===== src/hdl/load_frame_parser_word_packer_core_assert.svh =====
// assertion macros used by the core rtl file
// no dependencies; included by the top level
`ifndef LOAD_FRAME_PARSER_WORD_PACKER_CORE_ASSERT_SVH
`define LOAD_FRAME_PARSER_WORD_PACKER_CORE_ASSERT_SVH

// same-cycle implication, checked out of reset
`define LFP_ASSERT_IMPLY(label, clk, rst_n, ante, cons, msg) \
    label: assert property (@(posedge clk) disable iff (!rst_n) (ante) |-> (cons)) \
        else $error(msg);

// next-cycle implication, checked out of reset
`define LFP_ASSERT_NEXT(label, clk, rst_n, ante, cons, msg) \
    label: assert property (@(posedge clk) disable iff (!rst_n) (ante) |=> (cons)) \
        else $error(msg);

`endif


===== src/hdl/lfp_pkg.sv =====
// types, constants and helpers for the frame parser and word packer
// no dependencies; used by the core, front, queue and back rtl files
`default_nettype none
package lfp_pkg;

    localparam int ADDR_BITS   = 20;
    localparam int LENGTH_BITS = 32;
    localparam int QDEPTH      = 4;
    localparam int QPTR_W      = $clog2(QDEPTH);
    localparam int QCNT_W      = $clog2(QDEPTH + 1);
    localparam int CFG_ADDR_W  = 3;

    localparam logic CFG_IDX_MAX_NAME_LEN = 1'b0;
    localparam logic [4:0] MAX_NAME_RESET = 5'd12;

    localparam logic [7:0] CH_COLON   = 8'h3a;
    localparam logic [7:0] CH_NEWLINE = 8'h0a;
    localparam logic [7:0] CH_ZERO    = 8'h30;
    localparam logic [7:0] CH_NINE    = 8'h39;
    localparam logic [7:0] CH_LOW_A   = 8'h61;
    localparam logic [7:0] CH_LOW_Z   = 8'h7a;
    localparam logic [7:0] CASE_DIFF  = 8'h20;

    typedef enum logic [2:0] {
        PH_CMD  = 3'd0,
        PH_SEP  = 3'd1,
        PH_LEN  = 3'd2,
        PH_NAME = 3'd3,
        PH_DATA = 3'd4,
        PH_DONE = 3'd5,
        PH_ERR  = 3'd6
    } t_phase;

    typedef enum logic [2:0] {
        EV_NAME   = 3'd0,
        EV_HDR    = 3'd1,
        EV_WORD   = 3'd2,
        EV_FBYTE  = 3'd3,
        EV_DONE   = 3'd4,
        EV_BADCMD = 3'd5,
        EV_LONG   = 3'd6
    } t_event;

    typedef struct packed {
        t_event      event_res;
        logic [31:0] word_value;
        logic [19:0] word_index;
        logic [7:0]  char_value;
        logic [31:0] length_value;
        logic        to_file;
        logic        last;
    } t_result;

    // one queue entry: the first result of a byte, optionally followed by done
    typedef struct packed {
        t_result first;
        logic    add_done;
    } t_entry;

    typedef struct packed {
        logic full;
        logic empty;
    } t_q_status;

    // command letters: EXEC for program load, DOWN for file download
    function automatic logic [7:0] cmd_char(input logic to_file, input logic [1:0] pos);
        logic [7:0] c;
        if (to_file) begin
            unique case (pos)
                2'd0: c = 8'h44;
                2'd1: c = 8'h4f;
                2'd2: c = 8'h57;
                2'd3: c = 8'h4e;
                default: c = 8'h00;
            endcase
        end else begin
            unique case (pos)
                2'd0: c = 8'h45;
                2'd1: c = 8'h58;
                2'd2: c = 8'h45;
                2'd3: c = 8'h43;
                default: c = 8'h00;
            endcase
        end
        return c;
    endfunction

    function automatic logic [7:0] to_upper(input logic [7:0] b);
        logic [7:0] c;
        c = b;
        if (b >= CH_LOW_A && b <= CH_LOW_Z) begin
            c = b - CASE_DIFF;
        end
        return c;
    endfunction

    function automatic t_result done_result(input logic to_file);
        t_result r;
        r = '0;
        r.event_res = EV_DONE;
        r.to_file   = to_file;
        r.last      = 1'b1;
        return r;
    endfunction

endpackage
`default_nettype wire


===== src/hdl/lfp_if.sv =====
// byte input and result output channel interfaces
// depends on lfp_pkg for nothing but kept after it in compile order
`default_nettype none
interface lfp_in_if;
    logic       valid;
    logic       ready;
    logic [7:0] byte_value;
    logic       session_start;

    modport source (output valid, output byte_value, output session_start, input ready);
    modport sink (input valid, input byte_value, input session_start, output ready);
endinterface

interface lfp_out_if;
    logic        valid;
    logic        ready;
    logic [2:0]  event_res;
    logic [31:0] word_value;
    logic [19:0] word_index;
    logic [7:0]  char_value;
    logic [31:0] length_value;
    logic        to_file;
    logic        last;

    modport source (output valid, output event_res, output word_value, output word_index,
                    output char_value, output length_value, output to_file, output last,
                    input ready);
    modport sink (input valid, input event_res, input word_value, input word_index,
                  input char_value, input length_value, input to_file, input last,
                  output ready);
endinterface
`default_nettype wire


===== src/hdl/load_frame_parser_word_packer_core.sv =====
// an accepted byte's result is written into the queue, then registered at the output
// throughput: one byte per cycle while the queue is not full; a byte that ends the
// frame yields two results, and the four-entry queue absorbs the difference
// input is held off only while the queue is full
// reset: synchronous active-low; parser returns to command match, name limit to 12
`default_nettype none
`include "load_frame_parser_word_packer_core_assert.svh"
module load_frame_parser_word_packer_core
    import lfp_pkg::*;
(
    input  wire logic                  i_clk,
    input  wire logic                  i_rst_n,
    lfp_in_if.sink                     i_in,
    lfp_out_if.source                  o_out,
    input  wire logic                  psel,
    input  wire logic                  penable,
    input  wire logic                  pwrite,
    input  wire logic [CFG_ADDR_W-1:0] paddr,
    input  wire logic [31:0]           pwdata,
    output logic [31:0]                prdata,
    output logic                       pready
);

    logic      [4:0] r_max_name_len;
    logic      cfg_wr;
    logic      in_accept;
    logic      push;
    logic      pop;
    t_entry    push_entry;
    t_entry    head_entry;
    t_q_status q_status;
    t_result   out_res;
    logic      out_valid;

    // register file: one register, decoded from address bit 2 alone, so it answers at addresses zero to three
    assign pready = 1'b1;
    assign cfg_wr = psel && penable && pwrite && pready;
    assign prdata = (paddr[2] == CFG_IDX_MAX_NAME_LEN) ? 32'(r_max_name_len) : '0;

    always_ff @(posedge i_clk) begin
        if (!i_rst_n) begin
            r_max_name_len <= MAX_NAME_RESET;
        end else if (cfg_wr && paddr[2] == CFG_IDX_MAX_NAME_LEN) begin
            r_max_name_len <= pwdata[4:0];
        end
    end

    assign i_in.ready = !q_status.full;
    assign in_accept  = i_in.valid && i_in.ready;

    lfp_front u_front (
        .i_clk          (i_clk),
        .i_rst_n        (i_rst_n),
        .i_accept       (in_accept),
        .i_byte         (i_in.byte_value),
        .i_start        (i_in.session_start),
        .i_max_name_len (r_max_name_len),
        .o_push         (push),
        .o_entry        (push_entry)
    );

    lfp_queue u_queue (
        .i_clk    (i_clk),
        .i_rst_n  (i_rst_n),
        .i_push   (push),
        .i_entry  (push_entry),
        .i_pop    (pop),
        .o_entry  (head_entry),
        .o_status (q_status)
    );

    lfp_back u_back (
        .i_clk    (i_clk),
        .i_rst_n  (i_rst_n),
        .i_entry  (head_entry),
        .i_status (q_status),
        .o_pop    (pop),
        .o_valid  (out_valid),
        .i_ready  (o_out.ready),
        .o_res    (out_res)
    );

    assign o_out.valid        = out_valid;
    assign o_out.event_res    = out_res.event_res;
    assign o_out.word_value   = out_res.word_value;
    assign o_out.word_index   = out_res.word_index;
    assign o_out.char_value   = out_res.char_value;
    assign o_out.length_value = out_res.length_value;
    assign o_out.to_file      = out_res.to_file;
    assign o_out.last         = out_res.last;

    `LFP_ASSERT_IMPLY(a_no_push_full, i_clk, i_rst_n, push, !q_status.full,
        "entry pushed into a full queue")
    `LFP_ASSERT_IMPLY(a_no_pop_empty, i_clk, i_rst_n, pop, !q_status.empty,
        "entry popped from an empty queue")
    `LFP_ASSERT_IMPLY(a_final_last, i_clk, i_rst_n,
        out_valid && (out_res.event_res == EV_DONE || out_res.event_res == EV_BADCMD ||
        out_res.event_res == EV_LONG), out_res.last,
        "terminating result without last")
    `LFP_ASSERT_NEXT(a_done_follows, i_clk, i_rst_n,
        out_valid && !out_res.last && o_out.ready,
        out_valid && out_res.event_res == EV_DONE,
        "result without last not followed by done")

endmodule
`default_nettype wire


===== src/hdl/lfp_front.sv =====
// front end: frame parser, length counter and big-endian word packer
// depends on lfp_pkg; pushes one entry per byte that has results
`default_nettype none
module lfp_front
    import lfp_pkg::*;
(
    input  wire logic       i_clk,
    input  wire logic       i_rst_n,
    input  wire logic       i_accept,
    input  wire logic [7:0] i_byte,
    input  wire logic       i_start,
    input  wire logic [4:0] i_max_name_len,
    output logic            o_push,
    output t_entry          o_entry
);

    t_phase                 r_phase, n_phase;
    logic [1:0]             r_pos, n_pos;
    logic                   r_mode, n_mode;
    logic [LENGTH_BITS-1:0] r_rem, n_rem;
    logic [1:0]             r_lane, n_lane;
    logic [31:0]            r_acc, n_acc;
    logic [ADDR_BITS-1:0]   r_widx, n_widx;
    logic [4:0]             r_ncnt, n_ncnt;

    t_phase                 b_phase;
    logic [1:0]             b_pos;
    logic                   b_mode;
    logic [LENGTH_BITS-1:0] b_rem;
    logic [1:0]             b_lane;
    logic [31:0]            b_acc;
    logic [ADDR_BITS-1:0]   b_widx;
    logic [4:0]             b_ncnt;

    logic                   has_res;
    logic                   add_done;
    t_event                 ev;
    logic [31:0]            wv;
    logic [19:0]            wi;
    logic [7:0]             ch;
    logic [31:0]            lv;
    logic                   cmd_ok;
    logic [LENGTH_BITS-1:0] rem_dec;
    logic [31:0]            lane_acc;
    logic [7:0]             digit;

    always_comb begin
        // session start clears the parser before this byte is parsed
        if (i_start) begin
            b_phase = PH_CMD;
            b_pos   = '0;
            b_mode  = 1'b0;
            b_rem   = '0;
            b_lane  = '0;
            b_acc   = '0;
            b_widx  = '0;
            b_ncnt  = '0;
        end else begin
            b_phase = r_phase;
            b_pos   = r_pos;
            b_mode  = r_mode;
            b_rem   = r_rem;
            b_lane  = r_lane;
            b_acc   = r_acc;
            b_widx  = r_widx;
            b_ncnt  = r_ncnt;
        end

        n_phase = b_phase;
        n_pos   = b_pos;
        n_mode  = b_mode;
        n_rem   = b_rem;
        n_lane  = b_lane;
        n_acc   = b_acc;
        n_widx  = b_widx;
        n_ncnt  = b_ncnt;

        has_res  = 1'b0;
        add_done = 1'b0;
        ev       = EV_NAME;
        wv       = '0;
        wi       = '0;
        ch       = '0;
        lv       = '0;
        cmd_ok   = 1'b0;
        rem_dec  = b_rem - LENGTH_BITS'(1);
        lane_acc = b_acc | (32'(i_byte) << (5'd24 - {b_lane, 3'b000}));
        digit    = i_byte - CH_ZERO;

        unique case (b_phase)
            PH_CMD: begin
                if (b_pos == 2'd0) begin
                    if (i_byte == cmd_char(1'b0, 2'd0)) begin
                        n_mode = 1'b0;
                        cmd_ok = 1'b1;
                    end else if (i_byte == cmd_char(1'b1, 2'd0)) begin
                        n_mode = 1'b1;
                        cmd_ok = 1'b1;
                    end
                end else begin
                    cmd_ok = (i_byte == cmd_char(b_mode, b_pos));
                end
                if (!cmd_ok) begin
                    has_res = 1'b1;
                    ev      = EV_BADCMD;
                    n_phase = PH_ERR;
                end else if (b_pos == 2'd3) begin
                    n_phase = PH_SEP;
                end else begin
                    n_pos = b_pos + 2'd1;
                end
            end
            PH_SEP: begin
                n_phase = PH_LEN;
            end
            PH_LEN: begin
                if (i_byte == CH_COLON) begin
                    n_phase = PH_NAME;
                end else if (i_byte >= CH_ZERO && i_byte <= CH_NINE) begin
                    // times ten as two shifts and an add
                    n_rem = (b_rem << 3) + (b_rem << 1) + LENGTH_BITS'(digit);
                end else begin
                    has_res = 1'b1;
                    ev      = EV_BADCMD;
                    n_phase = PH_ERR;
                end
            end
            PH_NAME: begin
                if (i_byte == CH_NEWLINE) begin
                    has_res = 1'b1;
                    ev      = EV_HDR;
                    lv      = 32'(b_rem);
                    if (b_rem == '0) begin
                        add_done = 1'b1;
                        n_phase  = PH_DONE;
                    end else begin
                        n_phase = PH_DATA;
                    end
                end else if (b_mode) begin
                    has_res = 1'b1;
                    if (b_ncnt >= i_max_name_len) begin
                        ev      = EV_LONG;
                        n_phase = PH_ERR;
                    end else begin
                        ev     = EV_NAME;
                        ch     = to_upper(i_byte);
                        n_ncnt = b_ncnt + 5'd1;
                    end
                end
            end
            PH_DATA: begin
                n_rem = rem_dec;
                if (b_mode) begin
                    has_res = 1'b1;
                    ev      = EV_FBYTE;
                    ch      = i_byte;
                end else begin
                    n_acc = lane_acc;
                    // full word, or the last byte flushes a partial one
                    if (b_lane == 2'd3 || rem_dec == '0) begin
                        has_res = 1'b1;
                        ev      = EV_WORD;
                        wv      = lane_acc;
                        wi      = 20'(b_widx);
                        n_widx  = b_widx + ADDR_BITS'(1);
                        n_acc   = '0;
                        n_lane  = '0;
                    end else begin
                        n_lane = b_lane + 2'd1;
                    end
                end
                if (rem_dec == '0) begin
                    add_done = 1'b1;
                    n_phase  = PH_DONE;
                end
            end
            default: begin
            end
        endcase

        o_push                 = i_accept && has_res;
        o_entry.add_done       = add_done;
        o_entry.first.event_res    = ev;
        o_entry.first.word_value   = wv;
        o_entry.first.word_index   = wi;
        o_entry.first.char_value   = ch;
        o_entry.first.length_value = lv;
        o_entry.first.to_file      = n_mode;
        o_entry.first.last         = !add_done;
    end

    always_ff @(posedge i_clk) begin
        if (!i_rst_n) begin
            r_phase <= PH_CMD;
            r_pos   <= '0;
            r_mode  <= 1'b0;
            r_rem   <= '0;
            r_lane  <= '0;
            r_acc   <= '0;
            r_widx  <= '0;
            r_ncnt  <= '0;
        end else if (i_accept) begin
            r_phase <= n_phase;
            r_pos   <= n_pos;
            r_mode  <= n_mode;
            r_rem   <= n_rem;
            r_lane  <= n_lane;
            r_acc   <= n_acc;
            r_widx  <= n_widx;
            r_ncnt  <= n_ncnt;
        end
    end

endmodule
`default_nettype wire


===== src/hdl/lfp_queue.sv =====
// small register queue between the parser and the result serializer
// depends on lfp_pkg for the entry type and depth
`default_nettype none
module lfp_queue
    import lfp_pkg::*;
(
    input  wire logic   i_clk,
    input  wire logic   i_rst_n,
    input  wire logic   i_push,
    input  wire t_entry i_entry,
    input  wire logic   i_pop,
    output t_entry      o_entry,
    output t_q_status   o_status
);

    t_entry             r_mem [QDEPTH];
    logic [QPTR_W-1:0]  r_wptr, n_wptr;
    logic [QPTR_W-1:0]  r_rptr, n_rptr;
    logic [QCNT_W-1:0]  r_cnt, n_cnt;

    always_comb begin
        n_wptr = i_push ? r_wptr + QPTR_W'(1) : r_wptr;
        n_rptr = i_pop ? r_rptr + QPTR_W'(1) : r_rptr;
        n_cnt  = r_cnt + QCNT_W'(i_push) - QCNT_W'(i_pop);
        o_status.full  = (r_cnt == QCNT_W'(QDEPTH));
        o_status.empty = (r_cnt == '0);
        o_entry        = r_mem[r_rptr];
    end

    always_ff @(posedge i_clk) begin
        if (i_push) begin
            r_mem[r_wptr] <= i_entry;
        end
    end

    always_ff @(posedge i_clk) begin
        if (!i_rst_n) begin
            r_wptr <= '0;
            r_rptr <= '0;
            r_cnt  <= '0;
        end else begin
            r_wptr <= n_wptr;
            r_rptr <= n_rptr;
            r_cnt  <= n_cnt;
        end
    end

endmodule
`default_nettype wire


===== src/hdl/lfp_back.sv =====
// back end: splits queue entries into single results in an output register
// depends on lfp_pkg; drives the result channel
`default_nettype none
module lfp_back
    import lfp_pkg::*;
(
    input  wire logic      i_clk,
    input  wire logic      i_rst_n,
    input  wire t_entry    i_entry,
    input  wire t_q_status i_status,
    output logic           o_pop,
    output logic           o_valid,
    input  wire logic      i_ready,
    output t_result        o_res
);

    logic    r_valid, n_valid;
    logic    r_pend, n_pend;
    t_result r_res, n_res;
    logic    out_free;

    always_comb begin
        out_free = !r_valid || i_ready;
        n_valid  = r_valid;
        n_pend   = r_pend;
        n_res    = r_res;
        o_pop    = 1'b0;
        if (out_free) begin
            priority if (r_pend) begin
                // trailing done for the byte just shown
                n_res   = done_result(r_res.to_file);
                n_pend  = 1'b0;
                n_valid = 1'b1;
            end else if (!i_status.empty) begin
                o_pop   = 1'b1;
                n_res   = i_entry.first;
                n_pend  = i_entry.add_done;
                n_valid = 1'b1;
            end else begin
                n_valid = 1'b0;
            end
        end
        o_valid = r_valid;
        o_res   = r_res;
    end

    always_ff @(posedge i_clk) begin
        if (!i_rst_n) begin
            r_valid <= 1'b0;
            r_pend  <= 1'b0;
        end else begin
            r_valid <= n_valid;
            r_pend  <= n_pend;
        end
    end

    always_ff @(posedge i_clk) begin
        r_res <= n_res;
    end

endmodule
`default_nettype wire

===== src/flat_wrapper.sv =====
// flat-port wrapper written by rule: the top's interface ports become plain ports
module load_frame_parser_word_packer_core_flat import lfp_pkg::*;
  (i_clk, i_rst_n, psel, penable, pwrite, paddr, pwdata, prdata, pready, i_in_valid, i_in_byte_value, i_in_session_start, i_in_ready, o_out_valid, o_out_event_res, o_out_word_value, o_out_word_index, o_out_char_value, o_out_length_value, o_out_to_file, o_out_last, o_out_ready);
  lfp_in_if i_in_i ();
  lfp_out_if o_out_i ();
  input  wire logic i_clk;
  input  wire logic i_rst_n;
  input  wire logic psel;
  input  wire logic penable;
  input  wire logic pwrite;
  input  wire logic [CFG_ADDR_W-1:0] paddr;
  input  wire logic [31:0] pwdata;
  output logic [31:0] prdata;
  output logic pready;
  input wire logic [$bits(i_in_i.valid)-1:0] i_in_valid;
  input wire logic [$bits(i_in_i.byte_value)-1:0] i_in_byte_value;
  input wire logic [$bits(i_in_i.session_start)-1:0] i_in_session_start;
  output wire logic [$bits(i_in_i.ready)-1:0] i_in_ready;
  output wire logic [$bits(o_out_i.valid)-1:0] o_out_valid;
  output wire logic [$bits(o_out_i.event_res)-1:0] o_out_event_res;
  output wire logic [$bits(o_out_i.word_value)-1:0] o_out_word_value;
  output wire logic [$bits(o_out_i.word_index)-1:0] o_out_word_index;
  output wire logic [$bits(o_out_i.char_value)-1:0] o_out_char_value;
  output wire logic [$bits(o_out_i.length_value)-1:0] o_out_length_value;
  output wire logic [$bits(o_out_i.to_file)-1:0] o_out_to_file;
  output wire logic [$bits(o_out_i.last)-1:0] o_out_last;
  input wire logic [$bits(o_out_i.ready)-1:0] o_out_ready;
  assign i_in_i.valid = i_in_valid;
  assign i_in_i.byte_value = i_in_byte_value;
  assign i_in_i.session_start = i_in_session_start;
  assign i_in_ready = i_in_i.ready;
  assign o_out_valid = o_out_i.valid;
  assign o_out_event_res = o_out_i.event_res;
  assign o_out_word_value = o_out_i.word_value;
  assign o_out_word_index = o_out_i.word_index;
  assign o_out_char_value = o_out_i.char_value;
  assign o_out_length_value = o_out_i.length_value;
  assign o_out_to_file = o_out_i.to_file;
  assign o_out_last = o_out_i.last;
  assign o_out_i.ready = o_out_ready;
  load_frame_parser_word_packer_core u_core (.i_clk(i_clk), .i_rst_n(i_rst_n), .i_in(i_in_i), .o_out(o_out_i), .psel(psel), .penable(penable), .pwrite(pwrite), .paddr(paddr), .pwdata(pwdata), .prdata(prdata), .pready(pready));
endmodule

===== config.mk =====
export PLATFORM = sky130hd
export DESIGN_NAME = load_frame_parser_word_packer_core_flat
export DESIGN_NICKNAME = d
export VERILOG_FILES = /design/src/hdl/lfp_pkg.sv /design/src/hdl/lfp_if.sv /design/src/hdl/load_frame_parser_word_packer_core.sv /design/src/hdl/lfp_front.sv /design/src/hdl/lfp_queue.sv /design/src/hdl/lfp_back.sv /design/src/flat_wrapper.sv
export VERILOG_INCLUDE_DIRS = /design/src /design/src/hdl
export SDC_FILE = /design/constraint.sdc
export NUM_CORES = 1
export LEC_CHECK = 0
export BUFFER_PORTS_ARGS = -buffer_cell sky130_fd_sc_hd__buf_4
export CAP_MARGIN = 10
export CORE_MARGIN = 8
export CORE_UTILIZATION = 40
export CTS_BUF_LIST = sky130_fd_sc_hd__clkbuf_8
export DETAILED_ROUTE_END_ITERATION = 16
export PLACE_DENSITY_LB_ADDON = 0.05
export SYNTH_ARGS = -nofsm -noshare
export SYNTH_HDL_FRONTEND = slang
export SYNTH_HIERARCHICAL = 1
export SYNTH_SLANG_ARGS = --single-unit

===== constraint.sdc =====
create_clock -name i_clk -period 8.38 [get_ports i_clk]
set_input_delay 1.257 -clock i_clk [delete_from_list [all_inputs] [get_ports i_clk]]
set_output_delay 1.257 -clock i_clk [all_outputs]
set_load 0.03 [all_outputs]

Yosys cells after proc, flatten, opt, wreduce, memory -nomap -nowiden
Memories as Yosys holds them, arrays and structs flattened. A register that Yosys moved wholly into a read port is not among the register bits. Cells that the tools add are included.

Memory bits (writable): 392. Word-level logic and storage cells: 177. Memories: 1. Output and inout port bits: 132. Register bits after elaboration: 208.

Memories: u_core.u_queue.r_mem (depth 4, bits a word 98, rd ports 1, clocked after memory_dff 1, write ports 1, RTL line lfp_queue.sv:16) `t_entry r_mem [QDEPTH];`.

Shift-type cells: 1. $add $sub $neg: 14. Equal/unequal tests: 15. Bitwise operators: 4. Order comparisons: 5. Muxes and demuxes: 97. Reduce and logical (&&, ||, !) cells: 19.

Operators with widths (count): 2-to-1 mux 32 bit (12); 2-to-1 mux 20 bit (7); 2-to-1 mux 97 bit (1); logical NOT 32 bit (2); 2-to-1 mux 8 bit (8); case mux 32 bit (2 select lines) (1); case mux 8 bit (3 select lines) (2); 2-to-1 mux 3 bit (15); adder 32 bit (1); adder 32 x 8 -> 32 bit (1); bitwise OR 32 bit (1); << shifter 8 x 5 -> 32 bit (1); subtractor 32 x 1 -> 32 bit (second input constant) (1); 2-to-1 mux 5 bit (6); 2-to-1 mux 1 bit (28); 2-to-1 mux 2 bit (12); adder 20 x 1 -> 20 bit (second input constant) (1); equality test 8 x 7 -> 1 bit (second input constant) (2); case mux 8 bit (2 select lines) (1); subtractor 8 x 6 -> 8 bit (second input constant) (2); case mux 3 bit (5 select lines) (1); case mux 3 bit (4 select lines) (1); adder 2 x 1 -> 2 bit (second input constant) (4); equality test 8 x 4 -> 1 bit (second input constant) (1); 27 further kinds (43).

Longest topological paths before layout
Gate-level depths: netlist (run 1).

Depth after elaboration: 14. Depth in mapped cells: 22.

Hierarchy
The synthesis (run 1) kept the hierarchy.

By module, submodules not included: lfp_queue (area an instance 14569.0 um^2, instances 1, cells each 555); lfp_front (area an instance 9359.0 um^2, instances 1, cells each 1310); lfp_back (area an instance 3784.9 um^2, instances 1, cells each 215); load_frame_parser_word_packer_core (area an instance 494.2 um^2, instances 1, cells each 60).

Worst setup path before layout (run 1)
No wires, ideal clock.

Path kind: input to register. From: input i_in_session_start. To: memory u_core/u_queue/r_mem[0][0] (netlist name) (enable). Cell stages on the path: 18. Setup time: 468 ps. Arrival time: 7079 ps. Path buffers: 5. Setup slack: 834 ps. Cells stage by stage: clkinv_1 clkbuf_1 buf_1 nand2_1 ha_1 clkbuf_1 o21ai_1 or4_1 a22oi_1 nand3_1 or3b_1 o31a_1 inv_2 buf_4 buf_6 nor2_1 o22ai_1 and2_1.

Longest elaborated chain between the ends: 14. Elaborated cells on any way between the ends: 34. Those cells by class: add/sub (1); eq/ne (8); mux (20); reduce/logical (5).

Ends and longest elaborated chain: from (decl) (RTL line flat_wrapper.sv:17) `input wire logic [$bits(i_in_i.session_start)-1:0] i_in_session_start;`; parallel branches: the longest is 10 deep, another holds subtractor 32 x 1 -> 32 bit; case mux 1 bit (4 select lines) * (RTL line lfp_front.sv:90) `unique case (b_phase)`; logical AND 1 bit * (RTL line lfp_front.sv:181) `o_push = i_accept && has_res;`; via u_core.push (RTL line load_frame_parser_word_packer_core.sv:27) `logic push;`; 2-to-1 mux 1 bit * (RTL line lfp_queue.sv:31) `if (i_push) begin`; 2-to-1 mux 1 bit (not written as such) * (RTL line lfp_queue.sv:32) `r_mem[r_wptr] <= i_entry;`; to (decl) (RTL line lfp_queue.sv:16).

Mark *: on every way through the listed nets, which the timed path passes. The select of a mux whose other input is x is not followed.

Worst setup path after layout (run 1)
From: input i_in_session_start. To: memory u_core/u_queue/r_mem[1][81] (netlist name) (enable).

Same word-level chain as after synthesis.

==> impl_metrics.csv, run 1 <==
group,metric,value,unit
outcome,status,"completed",
die,initial_core_util,0.403,
routing,dr.first_iter.drc_count,1373,
job,maxCapViolCount,0,
synthesis,synth_xor_area_frac,0.0139,
die,core,69900,µm²
routing,ant_nets,0,
finish,drive_above_1_share,0.206,
synthesis,yosys-mux-area-fraction,0.0854,
routing,vias,17983,
worst_setup_path,arrival,6140,ps
sta,period_needed,5810,ps
clock_network,cts_root_buf,"clkbuf_8",
worst_setup_path,r2r_start,"u_core/u_front/r_rem[7]",
clock_network,post_cts_buffers,0,
sta,fin_skew,39.4,ps
clock_network,cts_resized,0,
global_route,grt_use_total,0.182,
synthesis,synth_compound_area_frac,0.0995,
placement,place_ws,1850,ps
die,die-area,79300,µm²
pwr,p_leak,11.8,nW
worst_setup_path,critPathMaxFanout,41,
clock_network,cts_tree,"yes",
global_route,antenna_found_initial,2,
synthesis,ys.flop_type,"edfxtp_1",
global_route,grt_pass1_vias,18634,
sta,timing.final.crit_share,0.693,
routing,highest_layer,"met5",
sta,max_freq,0.172,GHz
worst_setup_path,worstReg2RegEnd,"u_core/u_queue/r_mem[1][81]",
finish,fin_nets,2400,
synthesis,yosys_warnings,6,
placement,port_buffers,125,
routing,drt-vias-per-instance,5.44,
clock_network,ctsLongestPathBuffers,3,
synthesis,avgSynthCellArea,13.2,µm²
routing,routedWlPerCell,22.0,µm
clock_network,h-tree-depth,3,
finish,syn_to_final_growth,13.5,%
synthesis,yosys.area_share.simple,0.127,
synthesis,synth_edf_count,489,
worst_setup_path,r2r_setup_slack,3220,ps
die,die_x,282,µm
synthesis,synth_seq_cells,602,
sta,rsz0062_at_grt,"no",
routing,remaining_drc_errors,0,
worst_setup_path,worstRegToRegCells,14,
pwr,ir_worst_vdd,0.212,mV
synthesis,yosysTopAreaCell,"edfxtp_1",
synthesis,synthTopCellsByArea,"edfxtp_1 52%, dfxtp_1 8.0%, mux4_2 7.8%, ha_1 3.2%, nor2_1 2.2%",
worst_setup_path,end_kind,"register",
worst_setup_path,required,8720,ps
routing,drt_pass1_iterations,5,
synthesis,netlist_area,28200,µm²
synthesis,netlist_instances,2140,
finish,fillers,6445,
sta,worst_pin_slew,1100,ps
sta,tns,0,ps
die,die_height,282,µm
synthesis,synth_top_family_by_area,"simple AND/OR/NAND/NOR gates",
worst_setup_path,crit_path_start_kind,"input port",
die,rows,97,
sta,timing.final.ws_setup,2570,ps
worst_setup_path,worstSetupPathType,"in2reg",
clock_network,clk_latency,700,ps
synthesis,synth.top_cell.area_share,0.521,
routing,wirelength,72.8,mm
routing,wl_met1,33.3,mm
clock_network,cts.sink_count,602,
clock_network,clk_pin_slew,50,ps
sta,maxSlewViolCount,0,
placement,hpwlAfterDp,46.3,mm
synthesis,synth_common_cells,"489 x edfxtp_1, 168 x nor2_1, 129 x nand2_1",
global_route,grt_max_degree,95,
global_route,globalRouteOverflowTotal,0,
routing,route.met2.wl,34.7,mm
pwr,power_density,297,nW/µm²
finish,multiInputGateArea,10300,µm²
finish,regArea,17000,µm²
clock_network,cts_buffers,104,
worst_setup_path,cp-startpoint,"i_in_session_start",
worst_setup_path,endpoint,"u_core/u_queue/r_mem[1][81]",
synthesis,synth_fa_ha_area_frac,0.0345,
sta,max-slew-margin-rel,0.269,
sta,hold_viol_final,0,
synthesis,yosysSeqAreaShare,0.601,
synthesis,synth-async-reset-ratio,0,
placement,gp_congestion,0.849,
sta,setup-violations-final,0,
synthesis,synthDistinctLibCells,93,
sta,hold_slack,462,ps
synthesis,synth.most_common_cell,"edfxtp_1",
routing,wl_met3,2.93,mm
die,io_pins,183,
worst_hold_path,worstHoldPathType,"reg2reg",
clock_network,hold_buffers,0,
global_route,grt_pass1_wl,112,mm
pwr,finalPower,9.52,mW
==> worst max-delay path, stage by stage <==
cell     delay (ps)
buf_4           390
inv_2           270
nand2_1         250
ha_1            170
buf_4           250
o21ai_1         110
buf_4           190
or4_1           460
a22oi_1         290
nand3_1         140
or3b_1          410
o31a_1          310
buf_4           240
inv_2           110
nor2_1           60
o22ai_1         190
buf_4           200
and2_4          350
buf_4           420
==> cells by family (layout without fill, tap and decap cells) <==
kind of cell,after synthesis,in the layout
AND/OR/NAND/NOR,669,669
adder cells (fa/ha/maj),76,76
AO/OA/AOI/OAI,409,409
XOR/XNOR,43,43
flip-flops,602,602
other,2,31
multiplexers,118,118
buffers and inverters,221,415
==> cell usage in the layout, fill, tap and decap left out, drive strengths merged, types with 33 or more instances in the layout <==
master,count
o21ai,84
nand3,42
dfxtp,113
clkinv,43
nor2,169
xnor2,33
buf,167
inv,89
nor3,37
clkbuf,110
and2,128
nand2,130
a22oi,37
and3,38
mux4,98
a21oi,81
ha,73
edfxtp,489
==> per-layer routing <==
layer / GRT usage / vias up
li1: - / 8380
met1: 0.246 / 9115
met2: 0.298 / 377
met3: 0.0295 / 109
met4: 0.0612 / 2
met5: 0 / -
==> how the worst min path moves through the flow <==
stage                        startpoint                       end  depth (start not counted)
2_1_floorplan   u_core/u_front/r_acc[0]   u_core/u_front/r_acc[0]                          1
3_3_place_gp    u_core/u_front/r_acc[7]   u_core/u_front/r_acc[7]                          1
3_5_place_dp   u_core/u_front/r_acc[20]  u_core/u_front/r_acc[20]                          1
4_1_cts        u_core/u_front/r_acc[17]  u_core/u_front/r_acc[17]                          1
5_1_grt        u_core/u_front/r_acc[23]  u_core/u_front/r_acc[23]                          1
6_report       u_core/u_front/r_acc[17]  u_core/u_front/r_acc[17]                          1
==> per-stage QoR <==
step | util | cell area (µm²) | std cells
after detailed placement | 0.429 | 30000 | 3106
after floorplan | - | 28300 | 2166
after global placement | 0.429 | 30000 | 3106
final | 0.458 | 32000 | 3303
after global routing | 0.458 | 32000 | 3303
after CTS | 0.458 | 32000 | 3299
==> flip-flops by register name (all words and copies together), names as in the netlist, named ones only <==
signal and cells:
u_core/u_back/o_res 97, u_core/u_front/r_rem 32, u_core/u_front/r_pos 2, u_core/r_max_name_len 5
u_core/u_back/r_pend 1, u_core/u_front/r_phase 3, u_core/u_back/o_valid 1, u_core/u_front/r_mode 1
u_core/u_queue/r_cnt 3, u_core/u_front/r_acc 32, u_core/u_front/r_ncnt 5, u_core/u_queue/r_wptr 2
u_core/u_queue/r_rptr 2, u_core/u_queue/r_mem 392, u_core/u_front/r_lane 2, u_core/u_front/r_widx 20
==> cell type report <==
class                      instances  share of cell area
antenna                            3            0.000234
clock buffer                     110              0.0473
clock inverter                    83              0.0153
inverter                          55             0.00645
multi-input combinational       1343               0.322
sequential                       602               0.530
tap                              940              0.0367
timing repair buffer             167              0.0425
==> power by group <==
group | switching (mW) | internal [mW]
logic | 1.72 | 1.13
registers | 0.248 | 3.86
clock network | 1.21 | 1.35
No activity file was read; power rests on OpenSTA's default activity.
==> inputs of run 2 (changes only) <==
- clock period: 8.38 -> 4.7 ns (I/O delays scaled with it)
==> impl_metrics.csv, run 2 (same netlist as run 1, synthesis figures left out) <==
group,metric,value,unit
die,die_x,282,µm
worst_hold_path,worstHoldPathType,"in2reg",
pwr,sequentialPowerShare,0.416,
global_route,grt_pass1_vias,19217,
routing,dr.first_iter.drc_count,1207,
routing,drt-vias-per-instance,5.40,
clock_network,h-tree-depth,3,
worst_setup_path,crit_top_cell,"buf_12",
placement,hpwlAfterDp,49.7,mm
pwr,p_sw,5.78,mW
finish,fin_nets,2501,
pwr,p_clk_frac,0.280,
worst_setup_path,crit_chain,"nor4_2 -> nand4_1 -> or3_1 -> o21ai_0 -> nand3_1 -> or3b_1 -> o31a_1 -> inv_2 -> nor2_1 -> o22ai_2 -> buf_12 -> and2_4 -> buf_12 -> buf_12",
outcome,status,"completed",
pwr,p_int,11.8,mW
sta,max-slew-margin-rel,0.356,
die,die-area,79300,µm²
finish,syn_to_final_growth,17.5,%
pwr,p_sw_frac,0.329,
sta,tns,0,ps
pwr,ir_worst_vdd,0.307,mV
worst_setup_path,crit_path_start_kind,"register",
worst_setup_path,worstReg2RegEnd,"u_core/u_queue/r_mem[0][81]",
pwr,finalPower,17.5,mW
clock_network,ctsLongestPathBuffers,3,
sta,hold_slack,272,ps
clock_network,cts.sink_count,602,
routing,ant_nets,0,
worst_hold_path,hp-start,"pwdata[3]",
pwr,p_leak,12.4,nW
global_route,grt_use_total,0.188,
global_route,grt_max_degree,73,
die,die_height,282,µm
worst_setup_path,cpMaxStageDelayCell,"or3_1",
finish,drive_above_1_share,0.240,
finish,largest_reg_flops,392,
sta,worst_pin_slew,964,ps
finish,regMostFlops,"u_core/u_queue/r_mem",
sta,max_freq,0.234,GHz
routing,vias,18375,
sta,maxSlewViolCount,0,
worst_setup_path,worstRegToRegCells,14,
clock_network,clk_pin_slew,60,ps
routing,remaining_drc_errors,0,
finish,layout.cells.non_filler,3403,
worst_setup_path,arrival,4680,ps
worst_setup_path,critPathMaxFanout,14,
clock_network,clk_latency,710,ps
clock_network,hold_buffers,0,
worst_setup_path,worstSetupPathType,"reg2reg",
sta,period_needed,4280,ps
worst_setup_path,critPathMaxStageDelay,590,ps
pwr,power_density,529,nW/µm²
clock_network,cts_resized,0,
finish,layout_commonest_cell,"edfxtp_1",
global_route,antenna_found_initial,2,
worst_setup_path,end_kind,"register",
die,core,69900,µm²
worst_setup_path,r2r_start,"u_core/u_front/r_rem[1]",
worst_hold_path,hold_end,"u_core/r_max_name_len[3]",
worst_setup_path,r2r_setup_slack,420,ps
global_route,grt_pass1_wl,116,mm
placement,port_buffers,125,
worst_hold_path,hold_depth,3,
routing,wirelength,75.0,mm
sta,rsz0062_at_grt,"no",
pwr,power_frac_comb,0.305,
die,initial_core_util,0.403,
finish,final_cell_mix,"489 x edfxtp_1, 244 x buf_4, 167 x nor2_1, 127 x nand2_1, 111 x dfxtp_1",
sta,fin_skew,31.2,ps
job,maxCapViolCount,0,
die,rows,97,
worst_setup_path,required,5110,ps
die,io_pins,183,
routing,routedWlPerCell,22.0,µm
clock_network,cts_tree,"yes",
global_route,globalRouteOverflowTotal,0,
placement,place_inst,3208,
placement,gp_congestion,0.847,
clock_network,cts_buffers,104,
sta,setup-violations-final,0,
routing,drt_pass1_iterations,5,
clock_network,cts_root_buf,"clkbuf_8",
sta,timing.final.crit_share,0.910,
clock_network,post_cts_buffers,0,
sta,hold_viol_final,0,
[run 2: per-stage QoR]
step	worst slack [ps]	instance area, µm²	utilization
2_1_floorplan	8.56	28400	-
3_5_place_dp	123	31000	0.443
5_1_grt	161	33100	0.474
3_3_place_gp	84.5	31000	0.443
6_report	423	33100	0.474
4_1_cts	459	33100	0.474
[run 2: power by group through the flow]
stage                     registers (mW)  clock network (mW)  logic [mW]
after floorplan                     8.14                   0        2.85
after global placement              7.39                   0        5.44
after detailed placement            7.41                   0        5.47
after CTS                           7.31                5.06        5.49
after global routing                7.39                5.29        5.80
final                               7.29                4.90        5.35
[run 2: worst max-delay path, delay by kind of cell (launching register included)]
kind / cells / cell delay [ps]
DFF: 1 / 410
AOI/OAI and AO/OA: 3 / 860
and+or+nand+nor: 7 / 2070
buffers and inverters: 4 / 600
[run 2: layer usage]
metal | global-route usage | part of all wire | vias up
met5 | 0 | 0.00017 | -
met4 | 0.0533 | 0.019 | 2
met3 | 0.0286 | 0.043 | 100
met2 | 0.318 | 0.49 | 413
met1 | 0.252 | 0.45 | 9272
li1 | - | - | 8588
[run 2: final cells by class]
class                      count  area (µm²)
antenna                        1        2.50
inverter                      55         208
fill                        6347       36800
clock inverter                88         689
tap                          940        1180
sequential                   602       17000
clock buffer                 106        1460
multi-input combinational   1343       10300
timing repair buffer         268        2310
[run 2: worst max path at each step]
stage | from | to | slack, ps | cells after the start
6_report | u_core/u_front/r_rem[1] | u_core/u_queue/r_mem[0][81] | 420 | 14
5_1_grt | u_core/u_front/r_rem[1] | u_core/u_queue/r_mem[3][91] | 160 | 12
4_1_cts | u_core/u_front/r_rem[1] | u_core/u_queue/r_mem[0][81] | 460 | 14
3_5_place_dp | i_in_session_start | u_core/u_front/r_rem[28] | 120 | 16
3_3_place_gp | i_in_session_start | u_core/u_front/r_rem[29] | 80 | 17
2_1_floorplan | i_in_session_start | u_core/u_queue/r_mem[0][0] | 9 | 18
